`src/aie_pkg.sv`:
```
package aie_pkg;

    localparam logic [31:0] STACK_TOP_RESET = 32'h0010_0000;

    localparam logic [4:0] REG_STACK_A = 5'd30;
    localparam logic [4:0] REG_STACK_B = 5'd31;

    localparam logic [3:0] OPC_ALU = 4'd0;

    typedef enum logic [4:0] {
        TAG_ADD  = 5'd0,
        TAG_SUB  = 5'd1,
        TAG_SLL  = 5'd2,
        TAG_SRL  = 5'd3,
        TAG_SRA  = 5'd4,
        TAG_AND  = 5'd5,
        TAG_OR   = 5'd6,
        TAG_XOR  = 5'd7,
        TAG_UNE  = 5'd24,
        TAG_UEQ  = 5'd25,
        TAG_ULT  = 5'd26,
        TAG_ULE  = 5'd27,
        TAG_FNE  = 5'd28,
        TAG_FEQ  = 5'd29,
        TAG_FLT  = 5'd30,
        TAG_FLE  = 5'd31
    } t_tag;

    typedef struct packed {
        logic [3:0] opcode;
        logic [4:0] dest;
        logic [4:0] src_a;
        logic [4:0] src_b;
        logic [7:0] lit;
        logic [4:0] tag;
    } t_inst;

    typedef struct packed {
        logic        en;
        logic [4:0]  addr;
        logic [31:0] data;
    } t_rf_wr;

endpackage

```
`src/aie_regfile.sv`:
```
module aie_regfile
    import aie_pkg::*;
(
    input  logic        i_clk,
    input  logic        i_rst_n,
    input  logic        i_rd_en,
    input  logic [4:0]  i_rd_addr_a,
    input  logic [4:0]  i_rd_addr_b,
    input  t_rf_wr      i_wr,
    output logic [31:0] o_rd_a,
    output logic [31:0] o_rd_b
);

    logic [31:0] r_mem [32];
    logic [31:0] r_written;
    logic [31:0] r_data_a;
    logic [31:0] r_data_b;
    logic        r_ok_a;
    logic        r_ok_b;
    logic        r_byp_a;
    logic        r_byp_b;
    logic [31:0] r_fwd;
    logic [4:0]  r_addr_a;
    logic [4:0]  r_addr_b;

    function automatic logic [31:0] reset_value(input logic [4:0] addr);
        reset_value = (addr == REG_STACK_A || addr == REG_STACK_B) ? STACK_TOP_RESET : 32'd0;
    endfunction

    always_ff @(posedge i_clk) begin
        if (i_wr.en) begin
            r_mem[i_wr.addr] <= i_wr.data;
        end
        if (i_rd_en) begin
            r_data_a <= r_mem[i_rd_addr_a];
            r_data_b <= r_mem[i_rd_addr_b];
        end
    end

    always_ff @(posedge i_clk) begin
        if (!i_rst_n) begin
            r_written <= '0;
        end else if (i_wr.en) begin
            r_written[i_wr.addr] <= 1'b1;
        end
    end

    // operand read in the same cycle as a write to that register takes the new value
    always_ff @(posedge i_clk) begin
        if (i_rd_en) begin
            r_ok_a   <= r_written[i_rd_addr_a];
            r_ok_b   <= r_written[i_rd_addr_b];
            r_byp_a  <= i_wr.en && (i_wr.addr == i_rd_addr_a);
            r_byp_b  <= i_wr.en && (i_wr.addr == i_rd_addr_b);
            r_fwd    <= i_wr.data;
            r_addr_a <= i_rd_addr_a;
            r_addr_b <= i_rd_addr_b;
        end
    end

    assign o_rd_a = r_byp_a ? r_fwd : (r_ok_a ? r_data_a : reset_value(r_addr_a));
    assign o_rd_b = r_byp_b ? r_fwd : (r_ok_b ? r_data_b : reset_value(r_addr_b));

endmodule

```
`src/aie_alu.sv`:
```
module aie_alu
    import aie_pkg::*;
(
    input  t_inst       i_inst,
    input  logic [31:0] i_a,
    input  logic [31:0] i_b,
    output logic [31:0] o_result,
    output logic        o_illegal
);

    logic [31:0] lit;
    logic [31:0] sum;
    logic [4:0]  sh;
    logic        nan;
    logic        both_zero;
    logic        f_eq;
    logic        f_lt;
    logic        mag_lt;
    logic        mag_gt;
    logic [31:0] res;
    logic        bad;

    assign lit       = {{24{i_inst.lit[7]}}, i_inst.lit};
    assign sum       = i_b + lit;
    assign sh        = sum[4:0];
    assign nan       = ((i_a[30:23] == 8'hFF) && (i_a[22:0] != 23'd0))
                    || ((i_b[30:23] == 8'hFF) && (i_b[22:0] != 23'd0));
    assign both_zero = ((i_a | i_b) & 32'h7FFF_FFFF) == 32'd0;
    assign mag_lt    = i_a < i_b;
    assign mag_gt    = i_a > i_b;
    assign f_eq      = both_zero || (i_a == i_b);

    always_comb begin
        if (both_zero) begin
            f_lt = 1'b0;
        end else if (i_a[31] != i_b[31]) begin
            f_lt = i_a[31];
        end else if (!i_a[31]) begin
            f_lt = mag_lt;
        end else begin
            f_lt = mag_gt;
        end
    end

    always_comb begin
        res = '0;
        bad = 1'b0;
        case (t_tag'(i_inst.tag))
            TAG_ADD: res = i_a + i_b + lit;
            TAG_SUB: res = i_a - i_b - lit;
            TAG_SLL: res = i_a << sh;
            TAG_SRL: res = i_a >> sh;
            TAG_SRA: res = $unsigned($signed(i_a) >>> sh);
            TAG_AND: res = i_a & i_b & lit;
            TAG_OR:  res = i_a | i_b | lit;
            TAG_XOR: res = i_a ^ i_b ^ lit;
            TAG_UNE: res = {31'd0, i_a != sum};
            TAG_UEQ: res = {31'd0, i_a == sum};
            TAG_ULT: res = {31'd0, i_a < sum};
            TAG_ULE: res = {31'd0, i_a <= sum};
            TAG_FNE: res = {31'd0, nan || !f_eq};
            TAG_FEQ: res = {31'd0, !nan && f_eq};
            TAG_FLT: res = {31'd0, !nan && f_lt};
            TAG_FLE: res = {31'd0, !nan && (f_lt || f_eq)};
            default: bad = 1'b1;
        endcase
        if (i_inst.opcode != OPC_ALU) begin
            bad = 1'b1;
        end
        if (bad) begin
            res = '0;
        end
    end

    assign o_result  = res;
    assign o_illegal = bad;

endmodule

```
`src/alu_instruction_execute.sv`:
```
// ALU execute stage with a 32-entry register file.
// Input channel: i_in_valid / o_in_ready carry one 32-bit instruction word per
// transfer. Output channel: o_out_valid / i_out_ready carry dest index, the
// 32-bit result and the illegal flag, one result per instruction, in order.
// An accepted instruction is held first in the operand read registers and r_s1_inst,
// then in the output register, which loads together with the register file write-back.
// Throughput: one instruction per cycle while the output is not stalled; the
// register file forwards the previous instruction's result to the next read.
// Reset clears the pipeline; every register reads as zero except 30 and 31,
// which read as the stack top, until first written.
// When the receiver stalls, the result is held in the output register, one
// more instruction waits in the execute stage, and o_in_ready then drops.
// Illegal instructions report result 0 and write nothing.
module alu_instruction_execute
    import aie_pkg::*;
(
    input  logic        i_clk,
    input  logic        i_rst_n,
    input  logic        i_in_valid,
    output logic        o_in_ready,
    input  logic [31:0] i_instruction,
    output logic        o_out_valid,
    input  logic        i_out_ready,
    output logic [4:0]  o_dest_index,
    output logic [31:0] o_result_value,
    output logic        o_illegal
);

    logic        r_s1_valid;
    t_inst       r_s1_inst;
    logic        r_out_valid;
    logic [4:0]  r_dest;
    logic [31:0] r_result;
    logic        r_illegal;

    logic        n_s1_valid;
    logic        n_out_valid;
    logic        in_xfer;
    logic        advance;
    t_inst       in_inst;
    logic [31:0] op_a;
    logic [31:0] op_b;
    logic [31:0] alu_result;
    logic        alu_illegal;
    t_rf_wr      wr;

    assign in_inst    = t_inst'(i_instruction);
    assign advance    = !r_out_valid || i_out_ready;
    assign o_in_ready = !r_s1_valid || advance;
    assign in_xfer    = i_in_valid && o_in_ready;

    assign wr.en   = r_s1_valid && advance && !alu_illegal;
    assign wr.addr = r_s1_inst.dest;
    assign wr.data = alu_result;

    aie_regfile u_regfile (
        .i_clk       (i_clk),
        .i_rst_n     (i_rst_n),
        .i_rd_en     (in_xfer),
        .i_rd_addr_a (in_inst.src_a),
        .i_rd_addr_b (in_inst.src_b),
        .i_wr        (wr),
        .o_rd_a      (op_a),
        .o_rd_b      (op_b)
    );

    aie_alu u_alu (
        .i_inst    (r_s1_inst),
        .i_a       (op_a),
        .i_b       (op_b),
        .o_result  (alu_result),
        .o_illegal (alu_illegal)
    );

    always_comb begin
        n_s1_valid  = in_xfer ? 1'b1 : (advance ? 1'b0 : r_s1_valid);
        n_out_valid = advance ? r_s1_valid : r_out_valid;
    end

    always_ff @(posedge i_clk) begin
        if (!i_rst_n) begin
            r_s1_valid  <= 1'b0;
            r_out_valid <= 1'b0;
        end else begin
            r_s1_valid  <= n_s1_valid;
            r_out_valid <= n_out_valid;
        end
    end

    always_ff @(posedge i_clk) begin
        if (in_xfer) begin
            r_s1_inst <= in_inst;
        end
        if (r_s1_valid && advance) begin
            r_dest    <= r_s1_inst.dest;
            r_result  <= alu_result;
            r_illegal <= alu_illegal;
        end
    end

    assign o_out_valid    = r_out_valid;
    assign o_dest_index   = r_dest;
    assign o_result_value = r_result;
    assign o_illegal      = r_illegal;

endmodule

```
`config.mk`:
```
export PLATFORM = sky130hd
export DESIGN_NAME = alu_instruction_execute
export DESIGN_NICKNAME = d
export VERILOG_FILES = /design/src/aie_pkg.sv /design/src/aie_regfile.sv /design/src/aie_alu.sv /design/src/alu_instruction_execute.sv
export SDC_FILE = /design/constraint.sdc
export NUM_CORES = 2
export LEC_CHECK = 0
export BUFFER_PORTS_ARGS = -buffer_cell sky130_fd_sc_hd__buf_2
export CORE_UTILIZATION = 64
export DETAILED_ROUTE_END_ITERATION = 12
export GPL_ROUTABILITY_DRIVEN = 1
export PLACE_DENSITY = 0.78
export SETUP_SLACK_MARGIN = 0.05
export SYNTH_ARGS = -nofsm -noshare
export SYNTH_HDL_FRONTEND = slang
export SYNTH_HIERARCHICAL = 1
export SYNTH_SLANG_ARGS = --single-unit
export TNS_END_PERCENT = 100
```
`constraint.sdc`:
```
create_clock -name i_clk -period 15.06 [get_ports i_clk]
set_input_delay 3.012 -clock i_clk [delete_from_list [all_inputs] [get_ports i_clk]]
set_output_delay 3.012 -clock i_clk [all_outputs]
set_load 0.005 [all_outputs]
```
-- Word-level counts from Yosys, hierarchy flattened
Memories as Yosys holds them, arrays and structs flattened. A register that Yosys moved wholly into a read port is not among the register bits.
Cells that the tools add are included.
- register bits after elaboration: 140
- bits in latches: 0
- bits in writable memories: 1024
- bits in read-only memories: 0
- input bits: 36
- output and inout port bits: 40
- word-level logic and storage cells: 122
- memories: 1
- $add $sub $neg: 5
- multiply operators: 0
- div/mod/pow operators: 0
- order comparisons: 8
- eq/ne operators: 27
- shifts and indexed selects: 3
- mux-type cells: 23
- bitwise logic cells: 7
- reduce and logical (&&, ||, !) cells: 31
- memories (memory ; depth ; width ; rd ports ; clocked after Yosys merged registers in ; wr ports ; line ; text):
    u_regfile.r_mem ; 32 ; 32 ; 2 ; 2 ; 1 ; aie_regfile.sv:14 ; logic [31:0] r_mem [32];
- operators with widths (operator ; number):
    32-bit case mux with 16 select lines ; 1
    32-bit two-way mux ; 5
    32-bit adder ; 3
    32-bit bitwise OR ; 3
    32-bit AND ; 2
    32-bit equality test ; 2
    32-bit less-than comparator ; 2
    32-bit subtractor ; 2
    32-bit bitwise XOR ; 2
    5-bit equality test (second input constant) ; 12
    23-bit nonzero test ; 2
    21-bit two-way mux ; 2
    32-bit > comparator ; 1
    32-bit less-or-equal comparator ; 1
    32-bit logical NOT ; 1
    32-bit != test ; 1
    32-bit by 5-bit << shifter with 32-bit output ; 1
    32-bit by 5-bit >> shifter with 32-bit output ; 1
    32-bit by 5-bit >>> shifter with 32-bit output ; 1
    5-bit by 3-bit equality test with 1-bit output (second input constant) ; 4
    5-bit by 6-bit less-than comparator with 1-bit output (second input constant) ; 3
    8-bit equality test (second input constant) ; 2
    16-bit OR reduction ; 1
    1-bit two-way mux ; 12
    other kinds (13) ; 37

-- Logic depth before layout (Yosys ltp)
- word-level depth: 13
- gate-level depth with buffers: 27
- depth with buffers taken out: 25

-- By module
The synthesis kept the hierarchy.
- modules (own cells, without submodules) (module ; times used ; cells an instance ; area an instance (um2)):
    aie_regfile ; 1 ; 3746 ; 54425.9
    aie_alu ; 1 ; 1985 ; 14166.1
    alu_instruction_execute ; 1 ; 80 ; 2203.4

-- Worst setup path before layout
OpenSTA, ideal clock, no wires.
- kind: input to register
- start point: in i_out_ready
- end point: reg r_s1_inst[0] (netlist bit), enable pin
- setup time: 0.855 ns
- data arrival time: 13.163 ns
- data required time: 14.205 ns
- slack: 1.042 ns
- stages: 2
- cells stage by stage: nor2b_4 > a21boi_0
- longest elaborated chain between the ends: 3
- ends and longest elaborated chain (item ; line ; text):
    from (decl) ; alu_instruction_execute.sv:23 ; input logic i_out_ready,
    1-bit logical OR ; alu_instruction_execute.sv:48 ; assign advance = !r_out_valid || i_out_ready;
    1-bit logical OR ; alu_instruction_execute.sv:49 ; assign o_in_ready = !r_s1_valid || advance;
    1-bit logical AND ; alu_instruction_execute.sv:50 ; assign in_xfer = i_in_valid && o_in_ready;
    net in_xfer ; alu_instruction_execute.sv:38 ; logic in_xfer;
    to (signal assigned) ; alu_instruction_execute.sv:92 ; r_s1_inst <= in_inst;
    to (decl) ; alu_instruction_execute.sv:30 ; t_inst r_s1_inst;
The timed path passes the listed nets, and every way through them passes these cells.
A chain may end at the register's enable or synchronous reset.

-- Worst setup path in the final report
- start point: reg u_regfile.r_byp_b
- end point: reg u_regfile.r_fwd[14] (data pin)
- longest elaborated chain between the ends: 5
- elaborated cells on any way between the ends: 17
- those cells by class: add/sub: 5; shift: 3; mux: 3; bitwise: 6
- ends and longest elaborated chain (item ; line ; text):
    from (decl) ; aie_regfile.sv:21 ; logic r_byp_b;
    from (signal assigned) ; aie_regfile.sv:54 ; r_byp_b <= i_wr.en && (i_wr.addr == i_rd_addr_b);
    32-bit two-way mux (*) ; aie_regfile.sv:62 ; assign o_rd_b = r_byp_b ? r_fwd : (r_ok_b ? r_data_b : reset_value(r_addr_b));
    net op_b[0] ; alu_instruction_execute.sv:42 ; logic [31:0] op_b;
    32-bit subtractor, or another cell as far along (2 in series) ; aie_alu.sv:50 ; TAG_SUB: res = i_a - i_b - lit;
    32-bit case mux with 16 select lines (*) ; aie_alu.sv:48 ; case (t_tag'(i_inst.tag))
    32-bit two-way mux (*) ; aie_alu.sv:70 ; if (bad) begin
    net alu_result[14] ; alu_instruction_execute.sv:43 ; logic [31:0] alu_result;
    to (signal assigned) ; aie_regfile.sv:55 ; r_fwd <= i_wr.data;
    to (decl) ; aie_regfile.sv:22 ; logic [31:0] r_fwd;
The timed path passes the listed nets; every way through them passes the cells marked *.

==> results.yml <==
timing:
  finalHoldViolations: 0
  setup_total_neg_slack_ps: 0
  slew_headroom_pct: 5.28
  timing.fmax_mhz: 133
  crit_path_time_final_ps: 7510
  timing_max_transition_violations_final: 0
  unrepaired_setup_endpoints_after_global_routing: "false"
  ratio_of_final_minimum_period_to_clock_period_pct: 49.9
  worst-slew-pin-transition_ps: 1410
  final_count_of_negative_setup_slack_endpoints: 0
  final.setup_skew_ps: 75.5
clock_network:
  h_tree_depth: 3
  cts_resized: 0
  postCtsHoldBufs: 0
  cts_post_setup_buffers_inserted: 0
  cts_num_sinks: 1226
  worst_skew_pair.late_latency_ps: 750
  cts_inserted_buffers: 119
  worst_setup_hold_path_clk_slew_ps: 60
  clock_tree.root_cell: "sky130_fd_sc_hd__clkbuf_16"
  clock_tree.buffer_depth: 3
  tritoncts: "built"
routing:
  drt-wirelength-per-cell_um: 32.9
  ant_nets: 0
  detailedRoute.firstIterationViolations: 8561
  routed_via_density: 7.34
  via_count: 53373
  route.final.wire_length_um: 239000
  drc_markers: 0
  drt-pass1-iter-count: 9
worst_setup_path:
  arrival_ps: 7720
  timing.critical_path.to_type: "register"
  reg2reg_depth: 15
  cp-endpoint: "u_regfile/r_fwd[14]$_DFFE_PP_"
  startpoint_of_the_worst_slack_reg_to_reg_timing_path: "u_regfile/r_byp_b$_DFFE_PP_"
  startpoint_of_the_worst_setup_timing_path: "u_regfile/r_byp_b$_DFFE_PP_"
  kind_of_start_point_of_the_critical_path: "register"
  cp_data_required_time_ps: 15270
  worstSetupPathType: "reg -> reg"
  critical_path.reg2reg.endpoint: "u_regfile/r_fwd[14]$_DFFE_PP_"
  regToRegSetupSlack_ps: 7550
  worst-path-max-fanout: 73
run:
  max_cap_viol_count: 0
finish:
  mostFrequentLayoutCell: "sky130_fd_sc_hd__edfxtp_1"
  layout.cells.most_common_list: "1192 x sky130_fd_sc_hd__edfxtp_1, 1111 x sky130_fd_sc_hd__mux2i_1, 390 x sky130_fd_sc_hd__a21oi_1"
  ratio_of_cells_with_drive_above_1_in_the_final_layout_pct: 9.08
  multiInputGateArea_mm2: 0.0316
  ff_latch_area_mm2: 0.0365
  flow.area_growth_from_synthesis_pct: 8.01
  fillCellCount: 7596
  final_nets: 6106
grt:
  globalRouteTotalUtil_pct: 42.0
  grt_antenna_before_repair: 10
  grt_use_met1_pct: 56.0
  global_route.overflow_total: 0
  groute.layer.met2.usage_pct: 63.4
  use_met3_pct: 10.0
  first_global_vias: 51321
  largest_net_degree_at_the_start_of_global_routing: 142
  grt_pass1_wl_um: 341000
  grt.busiest_layer: "met2"
die:
  rows: 121
  top_ports: 76
  core_ar_mm2: 0.109
  initial_core_utilization_pct: 64.7
  die_h_um: 334
  die_outline_width_um: 334
  floorplan.die_area_mm2: 0.111
worst_hold_path:
  timing.hold.worst.start: "u_regfile/r_written[24]$_SDFFE_PN0P_"
  holdCritPathClass: "reg -> reg"
pwr:
  worst_ir_drop_vdd_v: 0.000118
  p_leak_nw: 31.0
  power_mw: 8.50
  cellPowerDensity_mw_per_mm2: 112
placement:
  port_buffers: 75
  place.detailed.hpwl_um: 149000
  globalplace.congestion: 1.11
synthesis:
  yosys_warnings: 6
  post_syn_area_mm2: 0.0705
  syn_inst: 5801
  syn_avg_cell_area_um2: 12.2
  syn-num-nets: 6154
status:
  outcome: "finished clean"
worst min path at each step:
stage / end / cells after the start
2_1_floorplan: o_dest_index[0]$_DFFE_PP_ / 0
3_3_place_gp: u_regfile/r_written[12]$_SDFFE_PN0P_ / 1
3_5_place_dp: u_regfile/r_written[24]$_SDFFE_PN0P_ / 1
4_1_cts: u_regfile/r_written[24]$_SDFFE_PN0P_ / 1
5_1_grt: u_regfile/r_written[31]$_SDFFE_PN0P_ / 1
6_report: u_regfile/r_written[24]$_SDFFE_PN0P_ / 1
registers in the layout, summed over array words and instances, names as in the netlist, 4 cells and up:
name / cells
u_regfile/r_data_b: 32
o_result_value: 32
u_regfile/r_addr_a: 4
r_s1_inst: 22
u_regfile/r_addr_b: 4
u_regfile/r_mem: 1024
u_regfile/r_data_a: 32
u_regfile/r_written: 32
u_regfile/r_fwd: 32
o_dest_index: 5
critical path, cell delays in order (launching register included):
cell                        delay [ps]
sky130_fd_sc_hd__edfxtp_1          370
sky130_fd_sc_hd__buf_4             280
sky130_fd_sc_hd__nor2b_4           140
sky130_fd_sc_hd__buf_4             360
sky130_fd_sc_hd__a22o_1            420
sky130_fd_sc_hd__ha_1              270
sky130_fd_sc_hd__inv_1              70
sky130_fd_sc_hd__fa_4              980
sky130_fd_sc_hd__buf_4             740
sky130_fd_sc_hd__mux4_2            620
sky130_fd_sc_hd__mux2i_1           260
sky130_fd_sc_hd__nor2_1             60
sky130_fd_sc_hd__o21ai_0           360
sky130_fd_sc_hd__a21oi_1           140
sky130_fd_sc_hd__a2111oi_0        1160
sky130_fd_sc_hd__a31oi_4           700
per-layer routing:
metal | wire, um | vias up
li1 | - | 22115
met1 | 87300 | 26034
met2 | 105000 | 4281
met3 | 31800 | 935
met4 | 15200 | 8
met5 | 53 | -
layout make-up:
type,instances,share of cell area [%]
antenna,2,0.00657
clock buffer,142,4.02
clock inverter,77,1.18
inverter,205,1.01
multi-input combinational,3986,41.5
sequential,1226,47.9
tap,1414,2.32
timing repair buffer,215,2.05
per-stage QoR:
step                      worst slack (ps)  hold WS [ps]  instance area [um2]  cells  utilization [%]
after CTS                             7760           488                76100   7265             69.8
after global routing                  7410           507                76100   7265             69.8
final                                 7550           488                76100   7267             69.9
after detailed placement              7790           479                72200   7046             66.2
after floorplan                       1790           424                70500   5801                -
after global placement                7970           468                72200   7046             66.2
power by group:
part           switching, mW  leakage (nW)  internal (mW)
Sequential            0.0273          13.1           3.73
Combinational           1.12          16.0          0.586
Clock                   1.32          1.90           1.72
Total                   2.47          31.0           6.04
Power figures use the tool's default switching activity.
